<file path="src/sv/tpw_pkg.sv">
package tpw_pkg;

   // Page geometry.
   localparam int COLUMNS    = 80;
   localparam int ROWS       = 25;
   localparam int CELL_COUNT = COLUMNS * ROWS;
   localparam int COPY_CELLS = COLUMNS * (ROWS - 1);
   localparam int PAGE_BYTES = CELL_COUNT * 2;

   // Internal widths.
   localparam int CELL_W = $clog2(CELL_COUNT);
   localparam int COL_W  = $clog2(COLUMNS);
   localparam int ROW_W  = $clog2(ROWS);

   // Scan counter landmarks.
   localparam logic [CELL_W-1:0] SCAN_ROW  = CELL_W'(COLUMNS);
   localparam logic [CELL_W-1:0] SCAN_COPY = CELL_W'(COPY_CELLS);
   localparam logic [CELL_W-1:0] SCAN_LAST = CELL_W'(CELL_COUNT - 1);

   // Cell contents.
   localparam logic [15:0] BLANK_CELL = 16'h0720;
   localparam logic [7:0]  TEXT_ATTR  = 8'h07;

   // Control characters.
   localparam logic [7:0] CH_BS = 8'd8;
   localparam logic [7:0] CH_LF = 8'd10;
   localparam logic [7:0] CH_CR = 8'd13;

   // Item kinds.
   typedef enum logic [1:0] {
      FUNC_TTY   = 2'd0,
      FUNC_CLEAR = 2'd1,
      FUNC_READ  = 2'd2,
      FUNC_WRITE = 2'd3
   } func_type;

   // Page memory access from the sequencer.
   typedef struct packed {
      logic              we;
      logic [CELL_W-1:0] waddr;
      logic [15:0]       wdata;
      logic [CELL_W-1:0] raddr;
   } mem_req_type;

   // One finished result.
   typedef struct packed {
      logic [4:0] cursor_row;
      logic [6:0] cursor_col;
      logic [7:0] read_byte;
   } result_type;

endpackage

</file>
<file path="src/sv/tpw_seq.sv">
module tpw_seq import tpw_pkg::*; (
   input  logic        clock,
   input  logic        reset,
   input  logic        req_valid,
   output logic        req_ready,
   input  func_type    req_func,
   input  logic [7:0]  req_char,
   input  logic [11:0] req_addr,
   input  logic [7:0]  req_wbyte,
   input  logic        out_free,
   output logic        done_valid,
   output result_type  done_res,
   output mem_req_type mem_req,
   input  logic [15:0] mem_rdata
);

   typedef enum logic [2:0] {
      S_BOOT,
      S_IDLE,
      S_EXEC,
      S_RMW,
      S_SCROLL,
      S_FILL,
      S_DONE
   } state_type;

   state_type         state_ff, state_in;
   func_type          func_ff, func_in;
   logic [7:0]        char_ff, char_in;
   logic [11:0]       addr_ff, addr_in;
   logic [7:0]        wbyte_ff, wbyte_in;
   logic [COL_W-1:0]  col_ff, col_in;
   logic [ROW_W-1:0]  row_ff, row_in;
   logic [CELL_W-1:0] base_ff, base_in;
   logic [CELL_W-1:0] scan_ff, scan_in;
   logic [7:0]        rd_ff, rd_in;

   logic [CELL_W-1:0] cursor_cell;
   logic [CELL_W-1:0] raw_cell;
   logic              in_range;
   logic              last_col;
   logic              last_row;
   logic              newline;

   // Cursor cell comes from the running row base, so no multiply is needed.
   assign cursor_cell = base_ff + CELL_W'(col_ff);
   assign raw_cell    = CELL_W'(addr_ff[11:1]);
   assign in_range    = 32'(addr_ff) < PAGE_BYTES;
   assign last_col    = col_ff == COL_W'(COLUMNS - 1);
   assign last_row    = row_ff == ROW_W'(ROWS - 1);

   assign req_ready = state_ff == S_IDLE;
   assign done_res  = '{cursor_row: 5'(row_ff), cursor_col: 7'(col_ff), read_byte: rd_ff};

   // Sequencer next-state and memory port control.
   always_comb begin
      state_in    = state_ff;
      func_in     = func_ff;
      char_in     = char_ff;
      addr_in     = addr_ff;
      wbyte_in    = wbyte_ff;
      col_in      = col_ff;
      row_in      = row_ff;
      base_in     = base_ff;
      scan_in     = scan_ff;
      rd_in       = rd_ff;
      newline     = 1'b0;
      done_valid  = 1'b0;
      mem_req     = '{we: 1'b0, waddr: scan_ff, wdata: BLANK_CELL, raddr: scan_ff};

      case (state_ff)
         S_BOOT: begin
            // Blank the whole page after reset.
            mem_req.we = 1'b1;
            if (scan_ff == SCAN_LAST) begin
               scan_in  = '0;
               state_in = S_IDLE;
            end else begin
               scan_in = scan_ff + 1'b1;
            end
         end
         S_IDLE: begin
            if (req_valid) begin
               func_in  = req_func;
               char_in  = req_char;
               addr_in  = req_addr;
               wbyte_in = req_wbyte;
               state_in = S_EXEC;
            end
         end
         S_EXEC: begin
            rd_in    = '0;
            state_in = S_DONE;
            case (func_ff)
               FUNC_TTY: begin
                  case (char_ff)
                     CH_BS: begin
                        if (col_ff != '0) begin
                           col_in = col_ff - 1'b1;
                        end
                     end
                     CH_CR: col_in = '0;
                     CH_LF: newline = 1'b1;
                     default: begin
                        // Printable byte: store it, then advance the cursor.
                        mem_req.we    = 1'b1;
                        mem_req.waddr = cursor_cell;
                        mem_req.wdata = {TEXT_ATTR, char_ff};
                        if (last_col) begin
                           col_in  = '0;
                           newline = 1'b1;
                        end else begin
                           col_in = col_ff + 1'b1;
                        end
                     end
                  endcase
                  if (newline) begin
                     if (last_row) begin
                        scan_in  = '0;
                        state_in = S_SCROLL;
                     end else begin
                        row_in  = row_ff + 1'b1;
                        base_in = base_ff + SCAN_ROW;
                     end
                  end
               end
               FUNC_CLEAR: begin
                  col_in   = '0;
                  row_in   = '0;
                  base_in  = '0;
                  scan_in  = '0;
                  state_in = S_FILL;
               end
               FUNC_READ, FUNC_WRITE: begin
                  if (in_range) begin
                     mem_req.raddr = raw_cell;
                     state_in      = S_RMW;
                  end
               end
               default: state_in = S_DONE;
            endcase
         end
         S_RMW: begin
            // Read data for the raw access has arrived.
            if (func_ff == FUNC_READ) begin
               rd_in = addr_ff[0] ? mem_rdata[15:8] : mem_rdata[7:0];
            end else begin
               mem_req.we    = 1'b1;
               mem_req.waddr = raw_cell;
               mem_req.wdata = addr_ff[0] ? {wbyte_ff, mem_rdata[7:0]}
                                          : {mem_rdata[15:8], wbyte_ff};
            end
            state_in = S_DONE;
         end
         S_SCROLL: begin
            // Read one row below, write the cell read the cycle before.
            if (scan_ff < SCAN_COPY) begin
               mem_req.raddr = scan_ff + SCAN_ROW;
            end
            if (scan_ff != '0) begin
               mem_req.we    = 1'b1;
               mem_req.waddr = scan_ff - 1'b1;
               mem_req.wdata = mem_rdata;
            end
            if (scan_ff == SCAN_COPY) begin
               state_in = S_FILL;
            end else begin
               scan_in = scan_ff + 1'b1;
            end
         end
         S_FILL: begin
            // Blank cells from the scan position to the end of the page.
            mem_req.we = 1'b1;
            if (scan_ff == SCAN_LAST) begin
               state_in = S_DONE;
            end else begin
               scan_in = scan_ff + 1'b1;
            end
         end
         S_DONE: begin
            if (out_free) begin
               done_valid = 1'b1;
               state_in   = S_IDLE;
            end
         end
         default: state_in = S_IDLE;
      endcase
   end

   // State and registers.
   always_ff @(posedge clock) begin
      if (reset) begin
         state_ff <= S_BOOT;
         col_ff   <= '0;
         row_ff   <= '0;
         base_ff  <= '0;
         scan_ff  <= '0;
      end else begin
         state_ff <= state_in;
         col_ff   <= col_in;
         row_ff   <= row_in;
         base_ff  <= base_in;
         scan_ff  <= scan_in;
      end
      func_ff  <= func_in;
      char_ff  <= char_in;
      addr_ff  <= addr_in;
      wbyte_ff <= wbyte_in;
      rd_ff    <= rd_in;
   end

endmodule

</file>
<file path="config.mk">
export PLATFORM = sky130hd
export DESIGN_NAME = tpw_seq
export DESIGN_NICKNAME = d
export VERILOG_FILES = /design/src/sv/tpw_pkg.sv /design/src/sv/tpw_seq.sv
export SDC_FILE = /design/constraint.sdc
export NUM_CORES = 1
export LEC_CHECK = 0
export ABC_AREA = 1
export CAP_MARGIN = 20
export CORE_MARGIN = 5
export CORE_UTILIZATION = 40
export DETAILED_ROUTE_END_ITERATION = 7
export DONT_BUFFER_PORTS = 1
export PLACE_DENSITY = 0.64
export REMOVE_ABC_BUFFERS = 1
export SYNTH_ARGS = -nofsm -noshare
export SYNTH_HDL_FRONTEND = slang
export SYNTH_SLANG_ARGS = --single-unit
</file>
<file path="constraint.sdc">
create_clock -name clock -period 4.6 [get_ports clock]
set_clock_uncertainty 0.1 [all_clocks]
set_input_delay 0.92 -clock clock [delete_from_list [all_inputs] [get_ports clock]]
set_output_delay 0.92 -clock clock [all_outputs]
set_load 0.02 [all_outputs]
</file>
==> results of run 1 <==
-- placed cells by master, fill, tap and decap left out, drive strengths merged, types with 2 or more instances in the layout --
cell	instances
a22oi	2
xor2	17
clkinv	2
clkinvlp	2
a31oi	2
o21ai	76
dfxtp	33
nor2	70
o211ai	10
o31ai	3
edfxtp	38
bufinv	3
o22ai	2
xnor2	3
ha	14
nand4	24
o221ai	2
nor3	10
nand2	196
nand3	96
nand3b	3
clkbuf	10
inv	89
a21oi	39
-- sequential cells by signal (all words and copies together) (netlist names) --
register  count
rd_ff         8
base_ff       7
state_ff      3
func_ff       2
addr_ff      12
char_ff       8
col_ff        7
row_ff        5
scan_ff      11
wbyte_ff      8
-- worst max-delay path, delay by kind of cell (launching register included) --
kind            cells  cell delay (ns)
compound gates      2             0.64
flops               1             0.59
buf+inv             3             0.38
simple gates        3             0.38
fa+ha+maj           1             0.22
-- final timing paths --
kind | to | from | depth (start not counted) | slack, ns
max | mem_req[25] | scan_ff[4] | 9 | 1.02
min | base_ff[9] | base_ff[9] | 2 | 0.41
max reg2reg | scan_ff[1] | scan_ff[4] | 11 | 1.83
min reg2reg | base_ff[9] | base_ff[9] | 2 | 0.41
-- cell families (layout without fill, tap and decap cells) --
family                     count (synthesis)  after routing  synth area share
buffers and inverters                    121            107            0.1023
AOI/OAI and AO/OA                        139            139            0.1441
and+or+nand+nor                          402            402            0.3493
adders and majority gates                 14             14           0.03291
DFF                                       71             71            0.3385
xor gates and xnor gates                  20             20           0.03291
-- layout make-up --
| type | instances | area share |
|---|---|---|
| sequential | 71 | 0.3168 |
| timing repair buffer | 1 | 0.001320 |
| tap | 176 | 0.03872 |
| clock buffer | 10 | 0.04026 |
| multi-input combinational | 575 | 0.5242 |
| inverter | 90 | 0.05939 |
| clock inverter | 6 | 0.01936 |
-- power by group through the flow --
stage	clock [mW]	combinational (mW)	sequential, mW
4_1_cts	0.826	1.03	0.948
3_3_place_gp	0	1.04	0.961
3_5_place_dp	0	1.02	0.962
6_report	0.807	1.03	0.950
2_1_floorplan	0	0.785	0.920
5_1_grt	0.854	1.14	0.966
-- synthesized netlist by cell type (2+ instances only) --
library cell	number	share of area
ha_1	14	0.033
o21ai_1	3	0.0028
nand3b_1	3	0.0042
o21ai_0	71	0.067
nand2_1	186	0.13
nand2_2	8	0.0094
nand3_1	91	0.086
o221ai_1	2	0.0033
buf_4	6	0.0085
nand3_2	2	0.0038
nor2_4	3	0.0063
nand3_4	3	0.0099
buf_6	2	0.0042
nand4_2	2	0.0047
edfxtp_1	38	0.21
xnor2_1	3	0.0049
nor2_2	4	0.0047
o21ai_2	2	0.0033
nor2_1	63	0.044
o31ai_1	3	0.0042
nand4_1	22	0.026
clkbuf_8	2	0.0052
dfxtp_1	33	0.12
inv_1	78	0.055
nor3_2	2	0.0038
a21oi_1	38	0.036
nand2_4	2	0.0042
o211ai_1	10	0.014
a31oi_1	2	0.0024
nor3_1	8	0.0075
buf_2	11	0.010
clkbuf_1	8	0.0056
xor2_1	17	0.028
a22oi_1	2	0.0028
inv_2	11	0.0078
o22ai_1	2	0.0024
-- layer usage --
layer,GRT usage,share of wire
met1,0.2675,0.43
met2,0.3236,0.47
met3,0.04989,0.065
met4,0.09247,0.042
met5,0,0
-- metrics by stage --
step	utilization	power [mW]	instances
finish	0.4330	2.789	929
global route	0.4330	2.963	929
CTS	0.4330	2.801	929
detailed placement	0.4071	1.983	913
global placement	0.4071	1.999	913
floorplan	-	1.706	736
==> summary.txt, run 1 <==
Run status
  • Status: completed

Final layout
  • Area Growth Syn to Fin: 6.864%
  • Share of layout cells above drive strength 1: 0.07703
  • Number of filler cells placed in the layout: between 1k and 1.5k
  • Diode count: 0
  • Cell area after layout: 5688 µm²
  • Multi-input logic area: between 2000 and 3000 µm²
  • Final net count: about 810
  • Reg area: approximately 1800 µm²

Worst setup path
  • CP max FO: 10
  • Crit path largest cell delay: 0.59 ns
  • Crit path top cell by count: inv_1
  • WS Path Type: reg2out
  • CP max stage cell: dfxtp_1
  • CP Capture Type: output port
  • Crit path DAT: roughly 2.6 ns
  • Startpoint class of the critical path: register
  • Critical path required time: around 3.6 ns
  • CP cell instances: inv_1, ha_1, inv_1, nor2_1, nand3_2, nand2_2, inv_2, a21oi_2, o21ai_0

Detailed routing
  • DR vias: approximately 5k
  • Drt total wl: 16.39 mm
  • Routed vias/inst: 5.523
  • DR DRC count: 0
  • Wirelength per Cell: approximately 18 µm
  • Drt first pass iters: 5
  • Post-route ant nets: 0
  • Drt initial violations: between 500 and 600

Floorplanning
  • Height of the die: ~130 µm
  • Initial Util: 0.4051
  • FP Rows: 42
  • Die width: ~130 µm
  • # IOs: about 110
  • Core area: approximately 13,000 µm²
  • Die area: between 15,000 and 20,000 µm²

Timing
  • Final Cycle Share: 0.7783
  • Max-slew headroom: 0.4113
  • Pins Over Slew Limit: 0
  • Fmax: between 200 and 300 MHz
  • RSZ-0062 raised after global routing: false
  • Final min period: roughly 3.6 ns
  • Slew @ Worst Pin: approximately 0.9 ns
  • Fin. Hold Viols: 0
  • Final setup violation count: 0
  • Final worst slack: around 1.0 ns
  • Setup_tns: 0 ns
  • Hold slack: approximately 0.41 ns

Power
  • Pleak: 2.400 nW
  • Switching part of the total: 0.4372
  • P per Cell Area: between 400 and 500 nW/µm²
  • Pint: between 1.5 and 2 mW
  • Switching pwr: 1.219 mW
  • Seq pwr share: 0.340
  • Gate power share: 0.370
  • Clk pwr share: 0.289
  • Peak supply drop: approximately 220 µV

Clocking
  • CTS Buffer Depth: 2
  • Resized Gates After CTS: 0
  • Postcts setup bufs: 0
  • Clock slew at reported path FFs: approximately 0.060 ns
  • Hold Buf Count CTS: 0
  • CTS Buf Count: 9
  • Skew-Pair Late Insertion Delay: about 0.35 ns
  • CTS tree: yes
  • H-tree levels: 3
  • Root Driver: clkbuf_16
  • TritonCTS Sinks: a little over 70

Placement
  • GP Congestion: about 0.94
  • Detailed Place HPWL: 12.58 mm
  • Worst slack, placed: roughly 1.4 ns
  • Port Buffers: 0
  • Area of placed instances: 5349 µm²

Synth
  • Ys async rst share: 0
  • EDFF count, synth: 38
  • Sequential share of the synthesized area: 0.3385
  • Unique masters post-synth: between 40 and 50
  • Post-synthesis sequential element count: 71
  • Main synth FF type: edfxtp_1
  • Synth warn: 0
  • Syn avg cell area: between 6 and 7 µm²
  • Synth Instances: between 700 and 800
  • Netlist Area Pre-Place: ~5300 µm²

Min path
  • Worst Hold Class: reg2reg

GRT
  • Global route overflow: 0
  • First-pass GRT wire length: around 26 mm
  • All-Layer GR Usage: 0.2054
  • Initial antenna violation count: 0
  • Vias in the first global route: 4,652
  • Largest net degree at the start of global routing: 31

Job
  • Max cap viols: 0
Note: power is estimated with default switching activity, not from simulation.
==> run 2, diff against run 1 <==
==> constraint.sdc (replaced) <==
create_clock -name clock -period 3.6 [get_ports clock]
set_clock_uncertainty 0.1 [all_clocks]
set_input_delay 0.72 -clock clock [delete_from_list [all_inputs] [get_ports clock]]
set_output_delay 0.72 -clock clock [all_outputs]
set_load 0.02 [all_outputs]
==> summary.txt, run 2 (synthesized netlist as in run 1, its figures left out) <==
Detailed routing
  • Wirelength per Cell: about 18 µm
  • DR DRC count: 0
  • DR vias: roughly 5.2k
  • Drt total wl: roughly 17 mm
  • Drt first pass iters: 5
  • Routed vias/inst: approximately 5.5
  • Drt initial violations: 458
  • Post-route ant nets: 0

Min path
  • Worst Hold Class: in2reg

Placement
  • GP Congestion: approximately 0.96
  • Detailed Place HPWL: around 13 mm
  • Worst slack, placed: between 0.6 and 0.7 ns
  • # placed instances: 921
  • Port Buffers: 0

Worst setup path
  • CP cell instances: inv_1, nor2_4, o21ai_1, inv_2, nand2_1, nand2_1, nand2_1, o211ai_1
  • WS Path Type: reg2out
  • Crit path top cell by count: nand2_1
  • CP max stage cell: dfxtp_1
  • Startpoint class of the critical path: register
  • Crit path DAT: 2.53 ns
  • CP max FO: 16
  • CP Capture Type: output port
  • Critical path required time: 2.78 ns
  • Crit path largest cell delay: around 0.51 ns

Timing
  • Final min period: 3.352 ns
  • Setup_tns: 0 ns
  • Max-slew headroom: 0.4172
  • Final Cycle Share: 0.9311
  • Fin. Hold Viols: 0
  • Final worst slack: around 0.25 ns
  • Slew @ Worst Pin: around 0.87 ns
  • Fmax: just under 300 MHz
  • Final setup violation count: 0
  • Pins Over Slew Limit: 0
  • RSZ-0062 raised after global routing: false

Final layout
  • Area Growth Syn to Fin: 7.334%
  • Multi-input logic area: 2982 µm²
  • Share of layout cells above drive strength 1: 0.08804
  • Biggest register: addr_ff
  • Max FFs per register: 12
  • Number of filler cells placed in the layout: between 1k and 1.5k
  • Top Registers: addr_ff x12, scan_ff x11
  • Commonest non-fill, non-tap cell in the layout: nand2_1
  • Diode count: 0
  • Reg area: approximately 1800 µm²
  • Final cell count without fillers: about 940
  • Final net count: 820
  • Commonest cells after routing, fill and taps aside: nand2_1 (186), nand3_1 (91), inv_1 (78)

Clocking
  • TritonCTS Sinks: 71
  • Skew-Pair Late Insertion Delay: 0.35 ns
  • CTS Buf Count: 9
  • Resized Gates After CTS: 0
  • Postcts setup bufs: 0
  • Root Driver: clkbuf_16
  • H-tree levels: 3
  • Clock slew at reported path FFs: approximately 0.060 ns
  • Hold Buf Count CTS: 0
  • CTS tree: yes
  • CTS Buffer Depth: 2

Power
  • Switching part of the total: 0.4554
  • Seq pwr share: 0.348
  • Clk pwr share: 0.269
  • Gate power share: 0.384
  • Pleak: between 2 and 2.5 nW
  • Peak supply drop: around 230 µV
  • Switching pwr: around 1.6 mW
  • Pint: 1.904 mW
  • P per Cell Area: between 600 and 700 nW/µm²

GRT
  • Vias in the first global route: around 4.6k
  • First-pass GRT wire length: 26.06 mm
  • Global route overflow: 0
  • Initial antenna violation count: 0
  • All-Layer GR Usage: 0.2072
  • Largest net degree at the start of global routing: 31

Floorplanning
  • # IOs: 111
  • Die width: roughly 130 µm
  • Core area: between 10,000 and 15,000 µm²
  • Height of the die: 125.4 µm
  • FP Rows: between 40 and 50
  • Die area: 15,710 µm²
  • Initial Util: 0.4051

Job
  • Max cap viols: 0

Run status
  • Status: completed
-- run 2: area by class of cell --
type,instances,share of cell area
clock inverters,6,0.01139
repair buffers,9,0.01183
flip-flops and latches,71,0.3154
well taps,176,0.03855
inverters,90,0.05913
multi-input cells,575,0.5219
clock buffers,10,0.04183
-- run 2: through the flow --
| stage | hold WS [ns] | util | power (mW) | area (µm²) |
|---|---|---|---|---|
| 2_1_floorplan | 0.3706 | - | 2.180 | 5116 |
| 3_3_place_gp | 0.3864 | 0.4117 | 2.557 | 5409 |
| 3_5_place_dp | 0.3904 | 0.4117 | 2.553 | 5409 |
| 4_1_cts | 0.3202 | 0.4349 | 3.494 | 5713 |
| 5_1_grt | 0.3273 | 0.4349 | 3.686 | 5713 |
| 6_report | 0.3353 | 0.4349 | 3.496 | 5713 |
-- run 2: routing by layer --
metal  vias to the layer above  part of all wire  track usage
li1                       2554                 -            -
met1                      2342              0.43       0.2685
met2                       235              0.47       0.3306
met3                        44             0.065      0.04648
met4                         0             0.037      0.09439
met5                         -                 0            0
-- run 2: path summary, 6_finish.rpt --
path                             startpoint           to  slack [ns]  depth (start not counted)
worst max-delay path            state_ff[1]  mem_req[11]        0.25                          8
worst min-delay path                  reset   scan_ff[7]        0.34                          1
worst max register to register   scan_ff[0]   scan_ff[1]        1.10                         10
worst min register to register   base_ff[9]   base_ff[9]        0.41                          2
-- run 2: worst max-delay path, delay by kind of cell (launching register included) --
family	cells	cell delay [ns]
and+or+nand+nor	4	0.85
DFF	1	0.51
AOI/OAI and AO/OA	2	0.43
buffers and inverters	2	0.37
-- run 2: power groups by stage --
stage	logic [mW]	registers (mW)	clock network (mW)
CTS	1.33	1.22	0.952
global placement	1.33	1.23	0
detailed placement	1.32	1.23	0
floorplan	1.00	1.18	0
global route	1.45	1.24	0.995
finish	1.34	1.22	0.939
